`src/hw/rtl/fpd_pkg.sv`:
```
package fpd_pkg;

    // Field widths of the sample, result and configuration transfers.
    localparam int SAMPLE_W    = 10;
    localparam int GAIN_W      = 8;
    localparam int PROD_W      = SAMPLE_W + GAIN_W;
    localparam int ENTRY_W     = 20;
    localparam int OUT_TOTAL_W = 23;
    localparam int TIMER_W     = 16;
    localparam int LEVEL_W     = 10;
    localparam int CFG_DATA_W  = 16;
    localparam int CFG_INDEX_W = 3;

    // Largest value the window total output can show.
    localparam logic [OUT_TOTAL_W-1:0] TOTAL_MAX = '1;

    // The threshold is compared against the window sum, which carries
    // three sensors, four fraction bits and one entry per window slot.
    localparam int THRESH_SCALE = 3 * 16;

    // Register values after reset.
    localparam logic [LEVEL_W-1:0] THRESHOLD_RESET = 10'd200;
    localparam logic [TIMER_W-1:0] HOLD_RESET      = 16'd3000;
    localparam logic [LEVEL_W-1:0] STEP_RESET      = 10'd10;
    localparam logic [LEVEL_W-1:0] MARGIN_RESET    = 10'd100;
    localparam logic [GAIN_W-1:0]  GAIN_RESET      = 8'd16;

    // Configuration register indexes.
    typedef enum logic [CFG_INDEX_W-1:0] {
        CFG_THRESHOLD = 3'd0,
        CFG_HOLD      = 3'd1,
        CFG_STEP      = 3'd2,
        CFG_MARGIN    = 3'd3,
        CFG_GAIN_A    = 3'd4,
        CFG_GAIN_B    = 3'd5,
        CFG_GAIN_C    = 3'd6
    } cfg_reg_t;

    // Dominant sensor codes.
    typedef enum logic [1:0] {
        DOM_A    = 2'd0,
        DOM_B    = 2'd1,
        DOM_C    = 2'd2,
        DOM_NONE = 2'd3
    } dom_t;

endpackage

```
`src/hw/rtl/fpd_ram.sv`:
```
module fpd_ram
#(
    parameter int WIDTH = 20,
    parameter int DEPTH = 10,
    parameter int AW    = (DEPTH > 1) ? $clog2(DEPTH) : 1
)
(
    input  logic             clk,
    input  logic             we,
    input  logic [AW-1:0]    waddr,
    input  logic [WIDTH-1:0] wdata,
    input  logic             re,
    input  logic [AW-1:0]    raddr,
    output logic [WIDTH-1:0] rdata
);

    logic [WIDTH-1:0] mem [DEPTH];
    logic [WIDTH-1:0] rdata_reg;

    // Single write port and registered read port.
    always_ff @(posedge clk)
    begin
        if (we)
        begin
            mem[waddr] <= wdata;
        end
        if (re)
        begin
            rdata_reg <= mem[raddr];
        end
    end

    assign rdata = rdata_reg;

endmodule

```
`src/hw/rtl/force_presence_detector_unit.sv`:
```
// Channel   Direction  Handshake            Payload
// samples   in         in_valid / in_stall  sample_a, sample_b, sample_c
// result    out        out_valid/ out_stall window_total, touched, present,
//                                           presence_time, dominant_sensor
// config    in         cfg_write            cfg_index, cfg_data
//
// One sample transfer is taken every cycle while in_stall is low. The four
// stages are: gain multiply, window ring update, presence timer, output
// register. The ring lives in a RAM with registered read, read at transfer
// time and written back from stage 2, with forwarding when slots coincide.
// Reset clears the ring through per-slot fill flags, so there is no clearing
// pass. A stalled output only holds the stages behind it that are full.
module force_presence_detector_unit
    import fpd_pkg::*;
#(
    parameter int WINDOW_LEN = 10
)
(
    input  logic                    clk,
    input  logic                    rst_n,

    input  logic                    in_valid,
    output logic                    in_stall,
    input  logic [SAMPLE_W-1:0]     sample_a,
    input  logic [SAMPLE_W-1:0]     sample_b,
    input  logic [SAMPLE_W-1:0]     sample_c,

    output logic                    out_valid,
    input  logic                    out_stall,
    output logic [OUT_TOTAL_W-1:0]  window_total,
    output logic                    touched,
    output logic                    present,
    output logic [TIMER_W-1:0]      presence_time,
    output logic [1:0]              dominant_sensor,

    input  logic                    cfg_write,
    input  logic [CFG_INDEX_W-1:0]  cfg_index,
    input  logic [CFG_DATA_W-1:0]   cfg_data
);

    localparam int SLOT_W     = (WINDOW_LEN > 1) ? $clog2(WINDOW_LEN) : 1;
    localparam int TOTAL_W    = ENTRY_W + $clog2(WINDOW_LEN + 1);
    localparam int LIMIT_MULT = THRESH_SCALE * WINDOW_LEN;
    localparam int LIMIT_W    = LEVEL_W + $clog2(LIMIT_MULT + 1);
    localparam int CMP_W      = (TOTAL_W > LIMIT_W) ? TOTAL_W : LIMIT_W;
    localparam int SAT_W      = (TOTAL_W > OUT_TOTAL_W) ? TOTAL_W : OUT_TOTAL_W;
    localparam int DOM_W      = PROD_W + 1;

    // Configuration registers.
    logic [LEVEL_W-1:0] threshold_reg;
    logic [TIMER_W-1:0] hold_reg;
    logic [LEVEL_W-1:0] step_reg;
    logic [LEVEL_W-1:0] margin_reg;
    logic [GAIN_W-1:0]  gain_a_reg;
    logic [GAIN_W-1:0]  gain_b_reg;
    logic [GAIN_W-1:0]  gain_c_reg;
    logic [LIMIT_W-1:0] limit_reg;

    // Block state.
    logic [SLOT_W-1:0]     write_slot_reg;
    logic [WINDOW_LEN-1:0] filled_reg;
    logic [TOTAL_W-1:0]    total_reg;
    logic [TIMER_W-1:0]    timer_reg;
    logic                  present_reg;

    // Stage valid flags and flow control.
    logic v1_reg, v2_reg, v3_reg, v4_reg;
    logic ld1, ld2, ld3, ld4;
    logic mv1, mv2, mv3;
    logic accept;

    // Stage 1: samples and the slot whose old entry is being read.
    logic [SAMPLE_W-1:0] sa1_reg, sb1_reg, sc1_reg;
    logic [SLOT_W-1:0]   slot1_reg;
    logic                fwd1_reg;
    logic [ENTRY_W-1:0]  fwd_data1_reg;

    // Stage 2: weighted samples and the entry leaving the window.
    logic [PROD_W-1:0]   wa2_reg, wb2_reg, wc2_reg;
    logic [SLOT_W-1:0]   slot2_reg;
    logic [ENTRY_W-1:0]  old2_reg;

    // Stage 3: window sum and dominance.
    logic [TOTAL_W-1:0]  total3_reg;
    dom_t                dom3_reg;

    // Stage 4: output register.
    logic [OUT_TOTAL_W-1:0] total4_reg;
    logic                   touched4_reg;
    dom_t                   dom4_reg;

    logic [ENTRY_W-1:0] ram_rdata;
    logic [ENTRY_W-1:0] entry_sum;
    logic [ENTRY_W-1:0] old_sel;
    logic [TOTAL_W-1:0] total_next;
    logic [PROD_W-1:0]  wa1, wb1, wc1;
    logic [DOM_W-1:0]   margin_w;
    dom_t               dom2;
    logic               touched3;
    logic [TIMER_W-1:0] timer_next;
    logic               present_next;
    logic [TIMER_W:0]   timer_up;
    logic [SAT_W-1:0]   total3_wide;
    logic [OUT_TOTAL_W-1:0] total3_sat;

    // Flow control: a stage loads when it is empty or its item moves on.
    always_comb
    begin
        ld4      = !v4_reg || !out_stall;
        mv3      = v3_reg && ld4;
        ld3      = !v3_reg || ld4;
        mv2      = v2_reg && ld3;
        ld2      = !v2_reg || ld3;
        mv1      = v1_reg && ld2;
        ld1      = !v1_reg || ld2;
        in_stall = !ld1;
        accept   = in_valid && ld1;
    end

    always_ff @(posedge clk or negedge rst_n)
    begin
        if (!rst_n)
        begin
            v1_reg <= 1'b0;
            v2_reg <= 1'b0;
            v3_reg <= 1'b0;
            v4_reg <= 1'b0;
        end
        else
        begin
            if (ld1)
            begin
                v1_reg <= in_valid;
            end
            if (ld2)
            begin
                v2_reg <= v1_reg;
            end
            if (ld3)
            begin
                v3_reg <= v2_reg;
            end
            if (ld4)
            begin
                v4_reg <= v3_reg;
            end
        end
    end

    // Configuration writes; an index beyond the list is ignored.
    always_ff @(posedge clk or negedge rst_n)
    begin
        if (!rst_n)
        begin
            threshold_reg <= THRESHOLD_RESET;
            hold_reg      <= HOLD_RESET;
            step_reg      <= STEP_RESET;
            margin_reg    <= MARGIN_RESET;
            gain_a_reg    <= GAIN_RESET;
            gain_b_reg    <= GAIN_RESET;
            gain_c_reg    <= GAIN_RESET;
        end
        else if (cfg_write)
        begin
            case (cfg_index)
                CFG_THRESHOLD: threshold_reg <= cfg_data[LEVEL_W-1:0];
                CFG_HOLD:      hold_reg      <= cfg_data[TIMER_W-1:0];
                CFG_STEP:      step_reg      <= cfg_data[LEVEL_W-1:0];
                CFG_MARGIN:    margin_reg    <= cfg_data[LEVEL_W-1:0];
                CFG_GAIN_A:    gain_a_reg    <= cfg_data[GAIN_W-1:0];
                CFG_GAIN_B:    gain_b_reg    <= cfg_data[GAIN_W-1:0];
                CFG_GAIN_C:    gain_c_reg    <= cfg_data[GAIN_W-1:0];
                default:       ;
            endcase
        end
    end

    // Touch limit in window-sum units, kept up to date from the threshold.
    always_ff @(posedge clk or negedge rst_n)
    begin
        if (!rst_n)
        begin
            limit_reg <= LIMIT_W'(THRESHOLD_RESET) * LIMIT_W'(LIMIT_MULT);
        end
        else
        begin
            limit_reg <= LIMIT_W'(threshold_reg) * LIMIT_W'(LIMIT_MULT);
        end
    end

    // Ring buffer of window entries.
    fpd_ram
    #(
        .WIDTH (ENTRY_W),
        .DEPTH (WINDOW_LEN),
        .AW    (SLOT_W)
    )
    u_ring
    (
        .clk   (clk),
        .we    (mv2),
        .waddr (slot2_reg),
        .wdata (entry_sum),
        .re    (accept),
        .raddr (write_slot_reg),
        .rdata (ram_rdata)
    );

    // Slot pointer and per-slot fill flags; an unfilled slot reads as zero.
    always_ff @(posedge clk or negedge rst_n)
    begin
        if (!rst_n)
        begin
            write_slot_reg <= '0;
            filled_reg     <= '0;
        end
        else
        begin
            if (accept)
            begin
                if (write_slot_reg == SLOT_W'(WINDOW_LEN - 1))
                begin
                    write_slot_reg <= '0;
                end
                else
                begin
                    write_slot_reg <= write_slot_reg + SLOT_W'(1);
                end
            end
            if (mv2)
            begin
                filled_reg[slot2_reg] <= 1'b1;
            end
        end
    end

    // Stage 1 capture on an input transfer.
    always_ff @(posedge clk)
    begin
        if (accept)
        begin
            sa1_reg   <= sample_a;
            sb1_reg   <= sample_b;
            sc1_reg   <= sample_c;
            slot1_reg <= write_slot_reg;
        end
    end

    // Forwarding for a write-back that lands on the slot stage 1 has read.
    always_ff @(posedge clk or negedge rst_n)
    begin
        if (!rst_n)
        begin
            fwd1_reg <= 1'b0;
        end
        else if (accept)
        begin
            fwd1_reg <= mv2 && (slot2_reg == write_slot_reg);
        end
        else if (mv2 && (slot2_reg == slot1_reg))
        begin
            fwd1_reg <= 1'b1;
        end
    end

    always_ff @(posedge clk)
    begin
        if (accept || (mv2 && (slot2_reg == slot1_reg)))
        begin
            fwd_data1_reg <= entry_sum;
        end
    end

    // Stage 1: gain multiplies and choice of the outgoing entry.
    always_comb
    begin
        wa1 = PROD_W'(sa1_reg) * PROD_W'(gain_a_reg);
        wb1 = PROD_W'(sb1_reg) * PROD_W'(gain_b_reg);
        wc1 = PROD_W'(sc1_reg) * PROD_W'(gain_c_reg);
        if (mv2 && (slot2_reg == slot1_reg))
        begin
            old_sel = entry_sum;
        end
        else if (fwd1_reg)
        begin
            old_sel = fwd_data1_reg;
        end
        else if (filled_reg[slot1_reg])
        begin
            old_sel = ram_rdata;
        end
        else
        begin
            old_sel = '0;
        end
    end

    always_ff @(posedge clk)
    begin
        if (mv1)
        begin
            wa2_reg   <= wa1;
            wb2_reg   <= wb1;
            wc2_reg   <= wc1;
            slot2_reg <= slot1_reg;
            old2_reg  <= old_sel;
        end
    end

    // Stage 2: new entry, window sum and dominant sensor.
    always_comb
    begin
        entry_sum  = ENTRY_W'(wa2_reg) + ENTRY_W'(wb2_reg) + ENTRY_W'(wc2_reg);
        total_next = total_reg - TOTAL_W'(old2_reg) + TOTAL_W'(entry_sum);
        margin_w   = DOM_W'({margin_reg, 4'b0000});
        if ((DOM_W'(wa2_reg) > DOM_W'(wb2_reg) + margin_w) &&
            (DOM_W'(wa2_reg) > DOM_W'(wc2_reg) + margin_w))
        begin
            dom2 = DOM_A;
        end
        else if ((DOM_W'(wb2_reg) > DOM_W'(wa2_reg) + margin_w) &&
                 (DOM_W'(wb2_reg) > DOM_W'(wc2_reg) + margin_w))
        begin
            dom2 = DOM_B;
        end
        else if ((DOM_W'(wc2_reg) > DOM_W'(wa2_reg) + margin_w) &&
                 (DOM_W'(wc2_reg) > DOM_W'(wb2_reg) + margin_w))
        begin
            dom2 = DOM_C;
        end
        else
        begin
            dom2 = DOM_NONE;
        end
    end

    always_ff @(posedge clk or negedge rst_n)
    begin
        if (!rst_n)
        begin
            total_reg <= '0;
        end
        else if (mv2)
        begin
            total_reg <= total_next;
        end
    end

    always_ff @(posedge clk)
    begin
        if (mv2)
        begin
            total3_reg <= total_next;
            dom3_reg   <= dom2;
        end
    end

    // Stage 3: touch decision and presence timer.
    always_comb
    begin
        touched3     = CMP_W'(total3_reg) > CMP_W'(limit_reg);
        timer_up     = {1'b0, timer_reg} + (TIMER_W + 1)'(step_reg);
        timer_next   = timer_reg;
        present_next = present_reg;
        if (touched3)
        begin
            if (timer_up >= {1'b0, hold_reg})
            begin
                timer_next   = hold_reg;
                present_next = 1'b1;
            end
            else
            begin
                timer_next = timer_up[TIMER_W-1:0];
            end
        end
        else
        begin
            if (timer_reg <= TIMER_W'(step_reg))
            begin
                timer_next   = '0;
                present_next = 1'b0;
            end
            else
            begin
                timer_next = timer_reg - TIMER_W'(step_reg);
            end
        end
        total3_wide = SAT_W'(total3_reg);
        if (total3_wide > SAT_W'(TOTAL_MAX))
        begin
            total3_sat = TOTAL_MAX;
        end
        else
        begin
            total3_sat = total3_wide[OUT_TOTAL_W-1:0];
        end
    end

    // Timer and flag change only as their result moves to the output.
    always_ff @(posedge clk or negedge rst_n)
    begin
        if (!rst_n)
        begin
            timer_reg   <= '0;
            present_reg <= 1'b0;
        end
        else if (mv3)
        begin
            timer_reg   <= timer_next;
            present_reg <= present_next;
        end
    end

    always_ff @(posedge clk)
    begin
        if (mv3)
        begin
            total4_reg   <= total3_sat;
            touched4_reg <= touched3;
            dom4_reg     <= dom3_reg;
        end
    end

    // Result transfer.
    assign out_valid       = v4_reg;
    assign window_total    = total4_reg;
    assign touched         = touched4_reg;
    assign present         = present_reg;
    assign presence_time   = timer_reg;
    assign dominant_sensor = dom4_reg;

endmodule
```
`config.mk`:
```
export PLATFORM = sky130hd
export DESIGN_NAME = force_presence_detector_unit
export DESIGN_NICKNAME = d
export VERILOG_FILES = /design/src/hw/rtl/fpd_pkg.sv /design/src/hw/rtl/fpd_ram.sv /design/src/hw/rtl/force_presence_detector_unit.sv
export SDC_FILE = /design/constraint.sdc
export NUM_CORES = 2
export LEC_CHECK = 0
export ABC_CLOCK_PERIOD_IN_PS = 10600
export BUFFER_PORTS_ARGS = -buffer_cell sky130_fd_sc_hd__buf_4
export CELL_PAD_IN_SITES_DETAIL_PLACEMENT = 1
export CELL_PAD_IN_SITES_GLOBAL_PLACEMENT = 2
export CORE_MARGIN = 1
export CORE_UTILIZATION = 46
export CTS_CLUSTER_DIAMETER = 60
export DETAILED_ROUTE_END_ITERATION = 6
export PLACE_DENSITY = 0.89
export SLEW_MARGIN = 0
export SYNTH_ARGS = -nofsm -noshare
export SYNTH_HDL_FRONTEND = slang
export SYNTH_SLANG_ARGS = --single-unit
```
`constraint.sdc`:
```
create_clock -name clk -period 10.6 [get_ports clk]
set_input_delay 0.53 -clock clk [delete_from_list [all_inputs] [get_ports clk]]
set_output_delay 0.53 -clock clk [all_outputs]
set_load 0.1 [all_outputs]
```
==> flow_summary.yaml <==
clock_network:
  cts_tree: "built"
  numCtsBuffers: 72
  clkTransAtPathRegs_ps: 60
  clockBufferDepth: 3
  hold_buffers: 0
  cts_max_level: 3
  post_cts_buffers: 0
  cts_sinks: 548
  clk_latency_ps: 640
  cts_root_buf: "clkbuf_16"
  cts_resized: 0
die:
  io_pins: 99
  die_area_mm2: 0.08211
  chipHeight_um: 286.5
  start_util_pct: 46.84
  std_cell_rows: 103
  core_area_mm2: 0.07952
  fp.dieW_um: 286.5
placed_design:
  io_buffers: 98
  hpwlAfterDp_um: 77510
  gp_routability_congestion: 0.9136
synth:
  synth-seq-cells: 548
  synth_edf_count: 404
  synth.yosys.warnings: 0
  yosysTopAreaCellShare_pct: 32.57
  syn-cell-area_mm2: 0.03724
  ys_seq_area_share_pct: 42.33
  synth_flop_cell: "edfxtp_1"
  ys_top_cells_by_area: "edfxtp_1, ha_1, fa_1"
  syn-num-nets: 3837
  synth-async-reset-ratio_pct: 26.28
  syn_inst: 3218
  syn_avg_cell_area_um2: 11.57
  yosysTopAreaCell: "edfxtp_1"
  yosysUniqueCellTypes: 92
worst_setup_path:
  r2r_setup_slack_ps: 4030
  required_ps: 10980
  cp_common_cell: "fa_1"
  worstPathArrival_ps: 6950
  critical-path-max-stage-delay_ps: 820
  cp_max_fo: 12
  crit_chain: "fa_1 -> ha_1 -> fa_1 -> a21o_1 -> a21oi_1 -> nand2b_1 -> a2111o_1 -> a31oi_1 -> xnor2_1 -> inv_1 -> fa_1 -> inv_1 -> ha_1 -> nand2_1 -> o21ai_1 -> a221o_1 -> or3_1 -> o22ai_2 -> mux2i_1 -> nor2_1 -> xor2_1"
  crit_slowest_cell: "xnor2_1"
  setup.worst_path.start_class: "flop"
  critPathTopFamily: "adder cells"
  endpoint_kind: "flop"
  worstSetupPathType: "reg2reg"
  path_buf_inv: 2
global_routing:
  grt_pass1_vias: 28120
  gr-usage-met2_pct: 44.55
  use_met3_pct: 3.426
  grt.total_usage_pct: 25.83
  met1_usage_pct: 33.23
  overflow: 0
  antenna_found_initial: 7
  grt_pass1_wl_um: 162900
  grt_max_degree: 84
  top_usage_layer: "met2"
drt:
  firstDrtPassIters: 5
  post_drt_wl_per_cell_um: 23.42
  vias: 25450
  drcViolationCount: 0
  postRouteAntennaNets: 0
  wl_um: 103800
  viasPerCell: 5.743
  drt_iter0_drc: 1669
outcome:
  failed_checks: "negative hold slack"
  status: "finished with violations"
sta:
  rsz0062_at_grt: "false"
  setup_violations: 0
  slew_headroom_pct: 16.38
  slew_viol_final: 0
  tns_ps: 0
  finClkSkew_ps: 42.61
  fin_crit_sh_pct: 62.00
  fmax_ghz: 0.1522
  hold_ws_ps: -6.323
  fin_crit_ps: 6572
  worst_pin_slew_ps: 1250
  finalHoldViolCount: 7
finish:
  largest_register_ffs: 200
  drive_gt1_share_pct: 12.99
  syn_to_final_growth_pct: 11.59
  nets: 3941
  fillers: 8224
worst_hold_path:
  hold_path_class: "in2async"
run:
  drv_cap: 0
## Yosys cell counts (all sizes together), types with 6 or more instances
master and count:
a2111oi 10, a211oi 38, a21o 62, a21oi 151
a221oi 20, a22oi 6, a31oi 18, and2 144
and3 18, buf 18, clkbuf 78, dfrtp 119
dfstp 25, edfxtp 404, fa 205, ha 360
inv 375, mux2 53, mux2i 39, mux4 42
nand2 231, nand2b 19, nand3 55, nand4 21
nand4b 7, nor2 110, nor2b 51, nor3 49
nor3b 9, nor4 13, nor4b 8, o211ai 16
o21a 29, o21ai 114, o21bai 17, o311ai 7
or2 37, or3 20, xnor2 101, xor2 41
## area by class of cell
| cell class | count | area, um2 | area share (%) |
|---|---|---|---|
| timing repair buffer | 126 | 949.7 | 2.285 |
| tap | 1050 | 1314 | 3.161 |
| clock buffer | 90 | 1951 | 4.694 |
| sequential | 548 | 15770 | 37.95 |
| antenna | 2 | 5.005 | 0.01204 |
| multi-input combinational | 2199 | 19740 | 47.49 |
| clock inverter | 41 | 422.9 | 1.018 |
| inverter | 375 | 1408 | 3.387 |
## cells in the final DEF (no fill, tap or decap), types with 62 or more instances in the layout
cell type	Yosys	final
edfxtp_1	404	404
nand2_1	231	231
o21ai_0	105	104
buf_4	0	125
nor2_1	108	101
fa_1	205	205
ha_1	360	360
and2_1	144	143
xnor2_1	101	101
dfrtp_1	119	117
clkbuf_16	0	73
inv_1	375	373
a21o_1	62	62
a21oi_1	148	148
## worst paths after layout
| kind | start | end | depth (start not counted) |
|---|---|---|---|
| max in group asynchronous | rst_n | write_slot_reg[0] | 2 |
| max reg2reg | wa2_reg[1] | total3_reg[23] | 21 |
| min reg2reg | filled_reg[3] | filled_reg[3] | 1 |
| min | rst_n | gain_c_reg[5] | 1 |
| max | wa2_reg[1] | total3_reg[23] | 21 |
| min in group clk | sample_b[7] | sb1_reg[7] | 1 |
## kinds of logic after synthesis
kind of cell | count (synthesis) | share of synthesized area (%)
AO/OA/AOI/OAI | 551 | 9.917
AND/OR/NAND/NOR | 807 | 11.22
adder cells (fa/ha/maj) | 565 | 23.11
flip-flops | 548 | 42.33
multiplexers | 134 | 5.190
buffers and inverters | 471 | 4.888
XOR/XNOR | 142 | 3.339
## metal layers
metal	share of wire, %	vias up
met5	0	-
met3	4.3	168
li1	-	11590
met2	50	582
met4	3.4	0
met1	43	13110
## metrics by stage
| step | util (%) | hold WS (ps) | instance area [um2] | cells | setup WS (ps) |
|---|---|---|---|---|---|
| floorplan | - | 234.4 | 37240 | 3218 | 5007 |
| global placement | 49.27 | 446.6 | 39170 | 4298 | 4367 |
| detailed placement | 49.27 | 454.2 | 39170 | 4298 | 4109 |
| CTS | 52.25 | 9.124 | 41550 | 4429 | 4063 |
| global route | 52.26 | 45.10 | 41550 | 4429 | 3674 |
| finish | 52.27 | -6.323 | 41560 | 4431 | 4028 |
Power is left out: the tool's default activity adds up to more than one toggle a clock period on the data nets, which glitch-free logic cannot reach.
